### src/rtl/weam_pkg.sv
// shared types and constants for the windowed event activity monitor
package weam_pkg;

  localparam int CNT_W     = 16;
  localparam int TIME_W    = 32;
  localparam int THR_W     = 16;
  localparam int FRAC_W    = 17;
  localparam int DIV_W     = 32;
  localparam int CFG_IDX_W = 3;
  localparam int CFG_W     = 32;
  localparam int IN_USER_W = 3;
  localparam int IN_DATA_W = 32;
  localparam int OUT_DATA_W = 216;

  localparam logic [CNT_W-1:0]  CNT_MAX    = {CNT_W{1'b1}};
  localparam logic [FRAC_W-1:0] FULL_SCALE = 17'h10000;

  // register indexes
  localparam logic [CFG_IDX_W-1:0] REG_OCC_WIN   = 3'd0;
  localparam logic [CFG_IDX_W-1:0] REG_PAT_WIN   = 3'd1;
  localparam logic [CFG_IDX_W-1:0] REG_QUIET_THR = 3'd2;
  localparam logic [CFG_IDX_W-1:0] REG_DENSE_THR = 3'd3;
  localparam logic [CFG_IDX_W-1:0] REG_BUSY_THR  = 3'd4;

  localparam logic [TIME_W-1:0] OCC_WIN_RST   = 32'd1000;
  localparam logic [TIME_W-1:0] PAT_WIN_RST   = 32'd1000;
  localparam logic [THR_W-1:0]  QUIET_THR_RST = 16'd0;
  localparam logic [THR_W-1:0]  DENSE_THR_RST = 16'd8;
  localparam logic [THR_W-1:0]  BUSY_THR_RST  = 16'd8;

  typedef enum logic [1:0] {
    ACT_TICK = 2'd0,
    ACT_RAW  = 2'd1,
    ACT_INSP = 2'd2,
    ACT_PAT  = 2'd3
  } action_t;

  // packed msb first, so the first output field lands in the lowest bits
  typedef struct packed {
    logic [TIME_W-1:0] last_pattern_time;
    logic [TIME_W-1:0] last_inspected_time;
    logic [TIME_W-1:0] last_occurrence_time;
    logic [DIV_W-1:0]  noise_floor;
    logic [FRAC_W-1:0] density_level;
    logic [FRAC_W-1:0] activity_level;
    logic              is_dense;
    logic              is_active;
    logic              is_quiet;
    logic [CNT_W-1:0]  pattern_count;
    logic [CNT_W-1:0]  accepted_count;
    logic [CNT_W-1:0]  occurrence_count;
  } result_t;

endpackage

### src/rtl/windowed_event_activity_monitor.sv
// top level of the windowed event activity monitor
//
// input channel: one transaction per tick or event; in_tdata carries the
// millisecond timestamp, in_tuser the action code and the event flag.
// a tick rolls the occurrence and pattern windows, a flagged event bumps its
// saturating counter and records its timestamp; both recompute the result.
// an event with its flag clear repeats the previous result unchanged.
// output channel: one result transaction per input transaction, in order.
// the three fractions (activity, density, noise floor) come from three
// bit-serial restoring dividers running side by side, one quotient bit per
// cycle. a recomputed result goes through the load and calc states to the
// emit state and then into the output register; a repeated result goes
// from idle straight to the emit state and then into the output register.
// one item is in flight at a time; in_tready is high only while idle.
// the finished result sits in an output register, so the next item is taken
// while a stalled receiver still holds the previous result; the block only
// waits before loading the output register until that slot frees up.
// configuration writes take effect at once and are meant for idle periods.
// synchronous active-low reset restores the default register values, clears
// counters, window starts, timestamps and the stored result (all zero).
module windowed_event_activity_monitor (
  input  logic                             clk,
  input  logic                             rst_n,
  // configuration write port
  input  logic                             cfg_we,
  input  logic [weam_pkg::CFG_IDX_W-1:0]   cfg_index,
  input  logic [weam_pkg::CFG_W-1:0]       cfg_wdata,
  // input stream
  input  logic                             in_tvalid,
  output logic                             in_tready,
  input  logic [weam_pkg::IN_DATA_W-1:0]   in_tdata,   // now_ms[31:0]
  input  logic [weam_pkg::IN_USER_W-1:0]   in_tuser,   // action[1:0], event_flag[2]
  // result stream
  output logic                             out_tvalid,
  input  logic                             out_tready,
  // occurrence_count[15:0], accepted_count[31:16], pattern_count[47:32],
  // is_quiet[48], is_active[49], is_dense[50], activity_level[67:51],
  // density_level[84:68], noise_floor[116:85], last_occurrence_time[148:117],
  // last_inspected_time[180:149], last_pattern_time[212:181], zero pad[215:213]
  output logic [weam_pkg::OUT_DATA_W-1:0]  out_tdata
);
  import weam_pkg::*;

  typedef enum logic [1:0] {
    S_IDLE,
    S_LOAD,
    S_CALC,
    S_EMIT
  } state_t;

  state_t state_r;

  // configuration registers
  logic [TIME_W-1:0] occ_win_r;
  logic [TIME_W-1:0] pat_win_r;
  logic [THR_W-1:0]  quiet_thr_r;
  logic [THR_W-1:0]  dense_thr_r;
  logic [THR_W-1:0]  busy_thr_r;

  // monitor state
  logic [CNT_W-1:0]  occ_cnt_r;
  logic [CNT_W-1:0]  acc_cnt_r;
  logic [CNT_W-1:0]  pat_cnt_r;
  logic [TIME_W-1:0] occ_start_r;
  logic [TIME_W-1:0] pat_start_r;
  logic [TIME_W-1:0] occ_stamp_r;
  logic [TIME_W-1:0] insp_stamp_r;
  logic [TIME_W-1:0] pat_stamp_r;
  result_t           res_r;

  // output register
  logic                  out_valid_r;
  logic [OUT_DATA_W-1:0] out_data_r;

  // input decode
  action_t           in_action;
  logic              in_flag;
  logic [TIME_W-1:0] in_now;
  logic              in_fire;

  assign in_action = action_t'(in_tuser[1:0]);
  assign in_flag   = in_tuser[2];
  assign in_now    = in_tdata;
  assign in_tready = (state_r == S_IDLE);
  assign in_fire   = in_tvalid && in_tready;

  // window expiry: a timestamp below the start never closes the window
  logic [TIME_W-1:0] occ_age;
  logic [TIME_W-1:0] pat_age;
  logic              occ_expired;
  logic              pat_expired;

  assign occ_age     = in_now - occ_start_r;
  assign pat_age     = in_now - pat_start_r;
  assign occ_expired = (in_now >= occ_start_r) && (occ_age >= occ_win_r);
  assign pat_expired = (in_now >= pat_start_r) && (pat_age >= pat_win_r);

  // serial dividers: noise floor, activity and density
  logic             div_start;
  logic             noise_busy;
  logic             act_busy;
  logic             den_busy;
  logic [DIV_W-1:0] noise_quo;
  logic [DIV_W-1:0] act_quo;
  logic [DIV_W-1:0] den_quo;

  assign div_start = (state_r == S_LOAD);

  // a zero window gives an all-ones quotient, which is the saturated value
  weam_sdiv u_noise_div (
    .clk      (clk),
    .rst_n    (rst_n),
    .start    (div_start),
    .dividend ({occ_cnt_r, 16'h0000}),
    .divisor  (occ_win_r),
    .busy     (noise_busy),
    .quotient (noise_quo)
  );

  weam_sdiv u_act_div (
    .clk      (clk),
    .rst_n    (rst_n),
    .start    (div_start),
    .dividend ({occ_cnt_r, 16'h0000}),
    .divisor  ({16'h0000, busy_thr_r}),
    .busy     (act_busy),
    .quotient (act_quo)
  );

  weam_sdiv u_den_div (
    .clk      (clk),
    .rst_n    (rst_n),
    .start    (div_start),
    .dividend ({pat_cnt_r, 16'h0000}),
    .divisor  ({16'h0000, dense_thr_r}),
    .busy     (den_busy),
    .quotient (den_quo)
  );

  // result assembly once the dividers are through
  result_t           res_calc;
  logic [FRAC_W-1:0] act_level;
  logic [FRAC_W-1:0] den_level;
  logic [DIV_W-1:0]  noise_level;
  logic              div_busy;

  assign div_busy = noise_busy || act_busy || den_busy;

  always_comb begin
    // below full scale the quotient stays under 2^16
    if (occ_cnt_r == '0) begin
      act_level = '0;
    end else if (occ_cnt_r >= busy_thr_r) begin
      act_level = FULL_SCALE;
    end else begin
      act_level = {1'b0, act_quo[15:0]};
    end

    if (pat_cnt_r == '0) begin
      den_level = '0;
    end else if (pat_cnt_r >= dense_thr_r) begin
      den_level = FULL_SCALE;
    end else begin
      den_level = {1'b0, den_quo[15:0]};
    end

    noise_level = (occ_cnt_r == '0) ? '0 : noise_quo;

    res_calc.occurrence_count     = occ_cnt_r;
    res_calc.accepted_count       = acc_cnt_r;
    res_calc.pattern_count        = pat_cnt_r;
    res_calc.is_quiet             = (occ_cnt_r <= quiet_thr_r);
    res_calc.is_active            = (occ_cnt_r != '0);
    res_calc.is_dense             = (occ_cnt_r >= dense_thr_r);
    res_calc.activity_level       = act_level;
    res_calc.density_level        = den_level;
    res_calc.noise_floor          = noise_level;
    res_calc.last_occurrence_time = occ_stamp_r;
    res_calc.last_inspected_time  = insp_stamp_r;
    res_calc.last_pattern_time    = pat_stamp_r;
  end

  logic out_free;
  assign out_free = !out_valid_r || out_tready;

  always_ff @(posedge clk) begin
    if (!rst_n) begin
      state_r      <= S_IDLE;
      occ_win_r    <= OCC_WIN_RST;
      pat_win_r    <= PAT_WIN_RST;
      quiet_thr_r  <= QUIET_THR_RST;
      dense_thr_r  <= DENSE_THR_RST;
      busy_thr_r   <= BUSY_THR_RST;
      occ_cnt_r    <= '0;
      acc_cnt_r    <= '0;
      pat_cnt_r    <= '0;
      occ_start_r  <= '0;
      pat_start_r  <= '0;
      occ_stamp_r  <= '0;
      insp_stamp_r <= '0;
      pat_stamp_r  <= '0;
      res_r        <= '0;
      out_valid_r  <= 1'b0;
      out_data_r   <= '0;
    end else begin
      // configuration writes, indexes past the list are dropped
      if (cfg_we) begin
        unique case (cfg_index)
          REG_OCC_WIN:   occ_win_r   <= cfg_wdata;
          REG_PAT_WIN:   pat_win_r   <= cfg_wdata;
          REG_QUIET_THR: quiet_thr_r <= cfg_wdata[THR_W-1:0];
          REG_DENSE_THR: dense_thr_r <= cfg_wdata[THR_W-1:0];
          REG_BUSY_THR:  busy_thr_r  <= cfg_wdata[THR_W-1:0];
          default: ;
        endcase
      end

      // a new result loads the slot, else the receiver took the held result
      if (state_r == S_EMIT && out_free) begin
        out_valid_r <= 1'b1;
      end else if (out_valid_r && out_tready) begin
        out_valid_r <= 1'b0;
      end

      unique case (state_r)
        S_IDLE: begin
          if (in_fire) begin
            if (in_action == ACT_TICK) begin
              // zero start means the window has not opened yet
              if (occ_start_r == '0) begin
                occ_start_r <= in_now;
              end else if (occ_expired) begin
                occ_cnt_r   <= '0;
                acc_cnt_r   <= '0;
                occ_start_r <= in_now;
              end
              if (pat_start_r == '0) begin
                pat_start_r <= in_now;
              end else if (pat_expired) begin
                pat_cnt_r   <= '0;
                pat_start_r <= in_now;
              end
              state_r <= S_LOAD;
            end else if (in_flag) begin
              unique case (in_action)
                ACT_RAW: begin
                  occ_stamp_r <= in_now;
                  if (occ_cnt_r != CNT_MAX) occ_cnt_r <= occ_cnt_r + 1'b1;
                end
                ACT_INSP: begin
                  insp_stamp_r <= in_now;
                  if (acc_cnt_r != CNT_MAX) acc_cnt_r <= acc_cnt_r + 1'b1;
                end
                ACT_PAT: begin
                  pat_stamp_r <= in_now;
                  if (pat_cnt_r != CNT_MAX) pat_cnt_r <= pat_cnt_r + 1'b1;
                end
                default: ;
              endcase
              state_r <= S_LOAD;
            end else begin
              // flag clear: repeat the stored result
              state_r <= S_EMIT;
            end
          end
        end
        S_LOAD: begin
          state_r <= S_CALC;
        end
        S_CALC: begin
          if (!div_busy) begin
            res_r   <= res_calc;
            state_r <= S_EMIT;
          end
        end
        S_EMIT: begin
          if (out_free) begin
            out_data_r  <= {3'b000, res_r};
            state_r     <= S_IDLE;
          end
        end
        default: state_r <= S_IDLE;
      endcase
    end
  end

  assign out_tvalid = out_valid_r;
  assign out_tdata  = out_data_r;

endmodule

### src/rtl/weam_sdiv.sv
// bit-serial restoring divider, one quotient bit per cycle
module weam_sdiv (
  input  logic                      clk,
  input  logic                      rst_n,
  input  logic                      start,
  input  logic [weam_pkg::DIV_W-1:0] dividend,
  input  logic [weam_pkg::DIV_W-1:0] divisor,
  output logic                      busy,
  output logic [weam_pkg::DIV_W-1:0] quotient
);
  import weam_pkg::*;

  localparam int CNT_BITS = $clog2(DIV_W + 1);

  logic [DIV_W-1:0]    rem_r;
  logic [DIV_W-1:0]    quo_r;
  logic [DIV_W-1:0]    den_r;
  logic [CNT_BITS-1:0] cnt_r;
  logic                busy_r;

  logic [DIV_W:0]   trial;
  logic             take;
  logic [DIV_W:0]   diff;
  logic [DIV_W-1:0] rem_nxt;

  // shift the next dividend bit into the partial remainder and try a subtract
  assign trial   = {rem_r, quo_r[DIV_W-1]};
  assign diff    = trial - {1'b0, den_r};
  assign take    = (trial >= {1'b0, den_r});
  assign rem_nxt = take ? diff[DIV_W-1:0] : trial[DIV_W-1:0];

  always_ff @(posedge clk) begin
    if (!rst_n) begin
      busy_r <= 1'b0;
      cnt_r  <= '0;
    end else if (start) begin
      busy_r <= 1'b1;
      cnt_r  <= CNT_BITS'(DIV_W);
      rem_r  <= '0;
      quo_r  <= dividend;
      den_r  <= divisor;
    end else if (busy_r) begin
      rem_r <= rem_nxt;
      quo_r <= {quo_r[DIV_W-2:0], take};
      cnt_r <= cnt_r - 1'b1;
      if (cnt_r == CNT_BITS'(1)) begin
        busy_r <= 1'b0;
      end
    end
  end

  assign busy     = busy_r;
  assign quotient = quo_r;

endmodule
### config.mk
export PLATFORM = sky130hd
export DESIGN_NAME = windowed_event_activity_monitor
export DESIGN_NICKNAME = d
export VERILOG_FILES = /design/src/rtl/weam_pkg.sv /design/src/rtl/windowed_event_activity_monitor.sv /design/src/rtl/weam_sdiv.sv
export SDC_FILE = /design/constraint.sdc
export NUM_CORES = 2
export LEC_CHECK = 0
export BUFFER_PORTS_ARGS = -buffer_cell sky130_fd_sc_hd__buf_2
export CAP_MARGIN = 30
export CORE_MARGIN = 4
export CORE_UTILIZATION = 30
export DETAILED_ROUTE_END_ITERATION = 16
export HOLD_SLACK_MARGIN = 0.02
export PLACE_DENSITY_LB_ADDON = 0.15
export REMOVE_ABC_BUFFERS = 1
export SLEW_MARGIN = 20
export SYNTH_ARGS = -nofsm -noshare
export SYNTH_HDL_FRONTEND = slang
export SYNTH_SLANG_ARGS = --single-unit
### constraint.sdc
create_clock -name clk -period 8.6 [get_ports clk]
set_clock_uncertainty 0.05 [all_clocks]
set_input_delay 0.43 -clock clk [delete_from_list [all_inputs] [get_ports clk]]
set_output_delay 0.43 -clock clk [all_outputs]
set_load 0.02 [all_outputs]
==> summary.txt <==
Clock network
  • CTS HTree Levels: 3
  • Worst-path clk slew: approximately 60 ps
  • Max Root-Sink Buffers: 3
  • CTS tree: yes
  • CTS buffer count: 115
  • PostCTS Resize Cnt: 0
  • Worst skew pair latency: about 740 ps
  • Clk root buf: clkbuf_16
  • TritonCTS Sinks: between 1000 and 1500

Detailed routing
  • Final WL: 147 mm
  • Iter 0 DRT Violations: 2303
  • Routed wire length per instance: between 15 and 20 um
  • Router iterations before antenna repair: 5
  • Drt via density: between 4 and 5
  • Routed Antenna Nets: 0
  • Drt drc: 0
  • Vias post-DR: 39100

Worst setup path
  • Worst Setup SP: in_tdata[1]
  • Worst path arrival time: between 6000 and 7000 ps
  • CP startpoint kind: input port
  • Setup Crit Path Kind: in2reg
  • Worst setup EP type: flip-flop
  • R2r endpoint: acc_cnt_r[15]$_SDFFE_PN0P_
  • Data required, critical path: around 9000 ps
  • CP max stage delay: ~640 ps
  • Worst Setup EP: acc_cnt_r[15]$_SDFFE_PN0P_
  • RR Startpoint: occ_start_r[1]$_SDFFE_PN0P_
  • Critical path fanouts, max: 16
  • Most Frequent Cell on Critical Path: a21o_1
  • Critical path, cell by cell: dlygate4sd3_1 > buf_2 > ha_1 > nor2b_1 > o31a_1 > o21a_1 > o31a_1 > a21o_1 > o41ai_4 > o21ai_1 > o41ai_2 > xnor2_1 > ha_1 > a21o_1 > a21o_1 > a21oi_1 > o211ai_1 > a221oi_1 > a2bb2oi_1 > buf_4 > o211ai_2 > o221a_2
  • Slowest CP cell: o211ai_2
  • Worst-case reg-to-reg path depth: 21
  • R2R setup slack: a little under 3000 ps

STA
  • Fmax: 175 MHz
  • Setup-failing EPs final: 0
  • Slew headroom: 0.357
  • Actual slew at the worst max-slew pin: just under 1000 ps
  • Setup_tns: 0 ps
  • Final Max Slew Viols: 0
  • Unrepaired setup endpoints after global routing: false
  • Fin crit period: ~5700 ps
  • Fin. Hold Viols: 0
  • Fin crit share: 0.666

GRT
  • Initial antenna violation count: 23
  • First-pass GRT wire length: about 230 mm
  • Vias in the first global route: between 30000 and 40000
  • GRT overflow: 0
  • GRT Resource Usage Total: 0.171
  • Largest net degree at the start of global routing: 148

Yosys
  • Seq/Total Area, Yosys: 0.481
  • Synth Instances: 5567
  • Avg Cell Area, Syn: between 8 and 9 um^2
  • #FFs+latches synth: approximately 1000
  • Synthesized area: 48000 um^2
  • Post-synth EDFFs: ~260
  • Share of the synthesized area in the top cell type: 0.321
  • Synth Warn #: 0
  • Commonest register cell after synthesis: dfxtp_1
  • Synth cell types: roughly 100
  • Post-synthesis async set-or-reset flop share: 0
  • Area leader, netlist: dfxtp_1
  • Synth top area cells: dfxtp_1 32%, edfxtp_1 16%, nand2_1 11%

Placed design
  • Port Buffer Count: slightly below 300
  • Detailed Place HPWL: ~100 mm
  • Global placer's final weighted congestion: around 0.85

Finish
  • Syn-to-layout area delta: 16.9%
  • Fillers: 16600
  • Final-stage net count: around 6000
  • Most common cell after layout, fill and taps aside: nand2_1
  • Commonest cells after routing, fill and taps aside: 1380 x nand2_1, 770 x dfxtp_1, 730 x a21oi_1
  • Ratio of cells with drive above 1 in the final layout: 0.109

Die
  • IO Pins: roughly 290
  • Vert. Die Dim: 408 um
  • Area of the core: around 160000 um^2
  • Die area: 167000 um^2
  • Die Wd: ~410 um
  • Initial core utilization: 0.303
  • Row Count: approximately 150

Pwr
  • IR drop worst, VDD: around 0.18 mV
  • Leak: 21.3 nW
  • Power Total: 0.0148 W
  • Cell Pwr Density: 264 nW/um^2

Status
  • Status: completed

Worst hold path
  • HP Class: in2reg

Flow run
  • Max cap viols: 0
## critical path: cells and delay by family
kind	cells	cell delay, ps
AO/OA/AOI/OAI	15	3990
buffers and inverters	3	1010
AND/OR/NAND/NOR	1	150
adder cells (fa/ha/maj)	2	560
XOR/XNOR	1	170
## power by group
part           switching, W  internal, W
Clock               0.00209      0.00304
Sequential         0.000278      0.00563
Combinational       0.00241      0.00135
## through the flow
stage               instance area [um^2]  instances  hold WS [ps]   util  worst slack [ps]
finish                             56200       7970           106  0.354              2870
global route                       56200       7964          83.2  0.354              2590
CTS                                56100       7956          26.6  0.353              2780
detailed placement                 51400       7675           367  0.324              2510
global placement                   51300       7670           366  0.323              2510
floorplan                          46800       5267           358      -            -10070
## cells by family after synthesis
| kind of cell | Yosys count | share of synthesized area |
|---|---|---|
| compound gates | 1346 | 0.170 |
| xor+xnor | 132 | 0.0241 |
| fa+ha+maj | 276 | 0.0727 |
| buf+inv | 632 | 0.0510 |
| flops | 1026 | 0.481 |
| mux | 70 | 0.0151 |
| other cells | 1 | 0.0000781 |
| simple gates | 2084 | 0.186 |
## cell type report
class	count	area (um^2)	area share
timing repair buffer	405	2580	0.0460
tap	2072	2590	0.0462
inverter	330	1250	0.0222
antenna	9	22.5	0.000401
clock buffer	181	3700	0.0659
multi-input combinational	3911	22600	0.403
clock inverter	36	313	0.00557
sequential	1026	23100	0.411
## routing by layer
layer / GRT usage / vias up / wire length [um]
met5: 0 / - / 21
met4: 0.0366 / 4 / 2890
met3: 0.0273 / 176 / 5790
met2: 0.295 / 635 / 70300
met1: 0.225 / 18700 / 68000
li1: - / 19500 / -
## synthesized netlist by cell type (10+ instances only)
| cell | n |
|---|---|
| mux2_2 | 18 |
| nor2b_1 | 86 |
| xnor2_1 | 78 |
| a21o_1 | 90 |
| dfxtp_1 | 770 |
| mux2i_1 | 52 |
| nand4_1 | 45 |
| o211ai_1 | 25 |
| clkbuf_1 | 256 |
| o31ai_1 | 10 |
| and2_1 | 13 |
| xor2_1 | 54 |
| nand2_1 | 1381 |
| buf_1 | 13 |
| nand3_1 | 83 |
| edfxtp_1 | 256 |
| buf_2 | 21 |
| nand2b_1 | 28 |
| a22oi_1 | 33 |
| and3_1 | 40 |
| a31oi_1 | 28 |
| a211oi_1 | 43 |
| a22o_1 | 32 |
| o21ai_0 | 160 |
| inv_1 | 328 |
| or2_2 | 13 |
| o21a_1 | 34 |
| o21bai_1 | 19 |
| or3_1 | 17 |
| a31o_2 | 12 |
| ha_1 | 271 |
| nor3_1 | 57 |
| nor2_1 | 250 |
| o221a_2 | 14 |
| a21oi_1 | 730 |
| nor4_1 | 27 |
## state kept, by name (all words and copies together) (netlist names), 32 cells and up
| name | flops |
|---|---|
| out_tdata | 213 |
| res_r | 213 |
| insp_stamp_r | 32 |
| occ_stamp_r | 32 |
| occ_start_r | 32 |
| occ_win_r | 32 |
| pat_stamp_r | 32 |
| pat_start_r | 32 |
| pat_win_r | 32 |
| u_act_div.quotient | 32 |
| u_act_div.rem_r | 32 |
| u_den_div.quotient | 32 |
| u_den_div.rem_r | 32 |
| u_noise_div.den_r | 32 |
| u_noise_div.quotient | 32 |
| u_noise_div.rem_r | 32 |
## worst min-delay path by stage
stage                                      to  cells past startpoint                        from  slack [ps]
2_1_floorplan    u_act_div.den_r[3]$_DFFE_PP_                      0  busy_thr_r[3]$_SDFFE_PN1P_         360
3_3_place_gp     u_act_div.den_r[3]$_DFFE_PP_                      0  busy_thr_r[3]$_SDFFE_PN1P_         370
3_5_place_dp   u_noise_div.den_r[8]$_DFFE_PP_                      0   occ_win_r[8]$_SDFFE_PN1P_         370
4_1_cts               out_tvalid$_SDFFE_PN0P_                      5                  out_tready          30
5_1_grt               out_tvalid$_SDFFE_PN0P_                      5                  out_tready          80
6_report              state_r[1]$_SDFFE_PN0P_                      5                   in_tvalid         110
## timing repair
| action | in CTS | in global routing |
|---|---|---|
| endpoints found under the hold margin | 248 | 0 |
| buffers inserted | 0 | 0 |
| hold buffers | 64 | 0 |
Power figures use the tool's default switching activity.
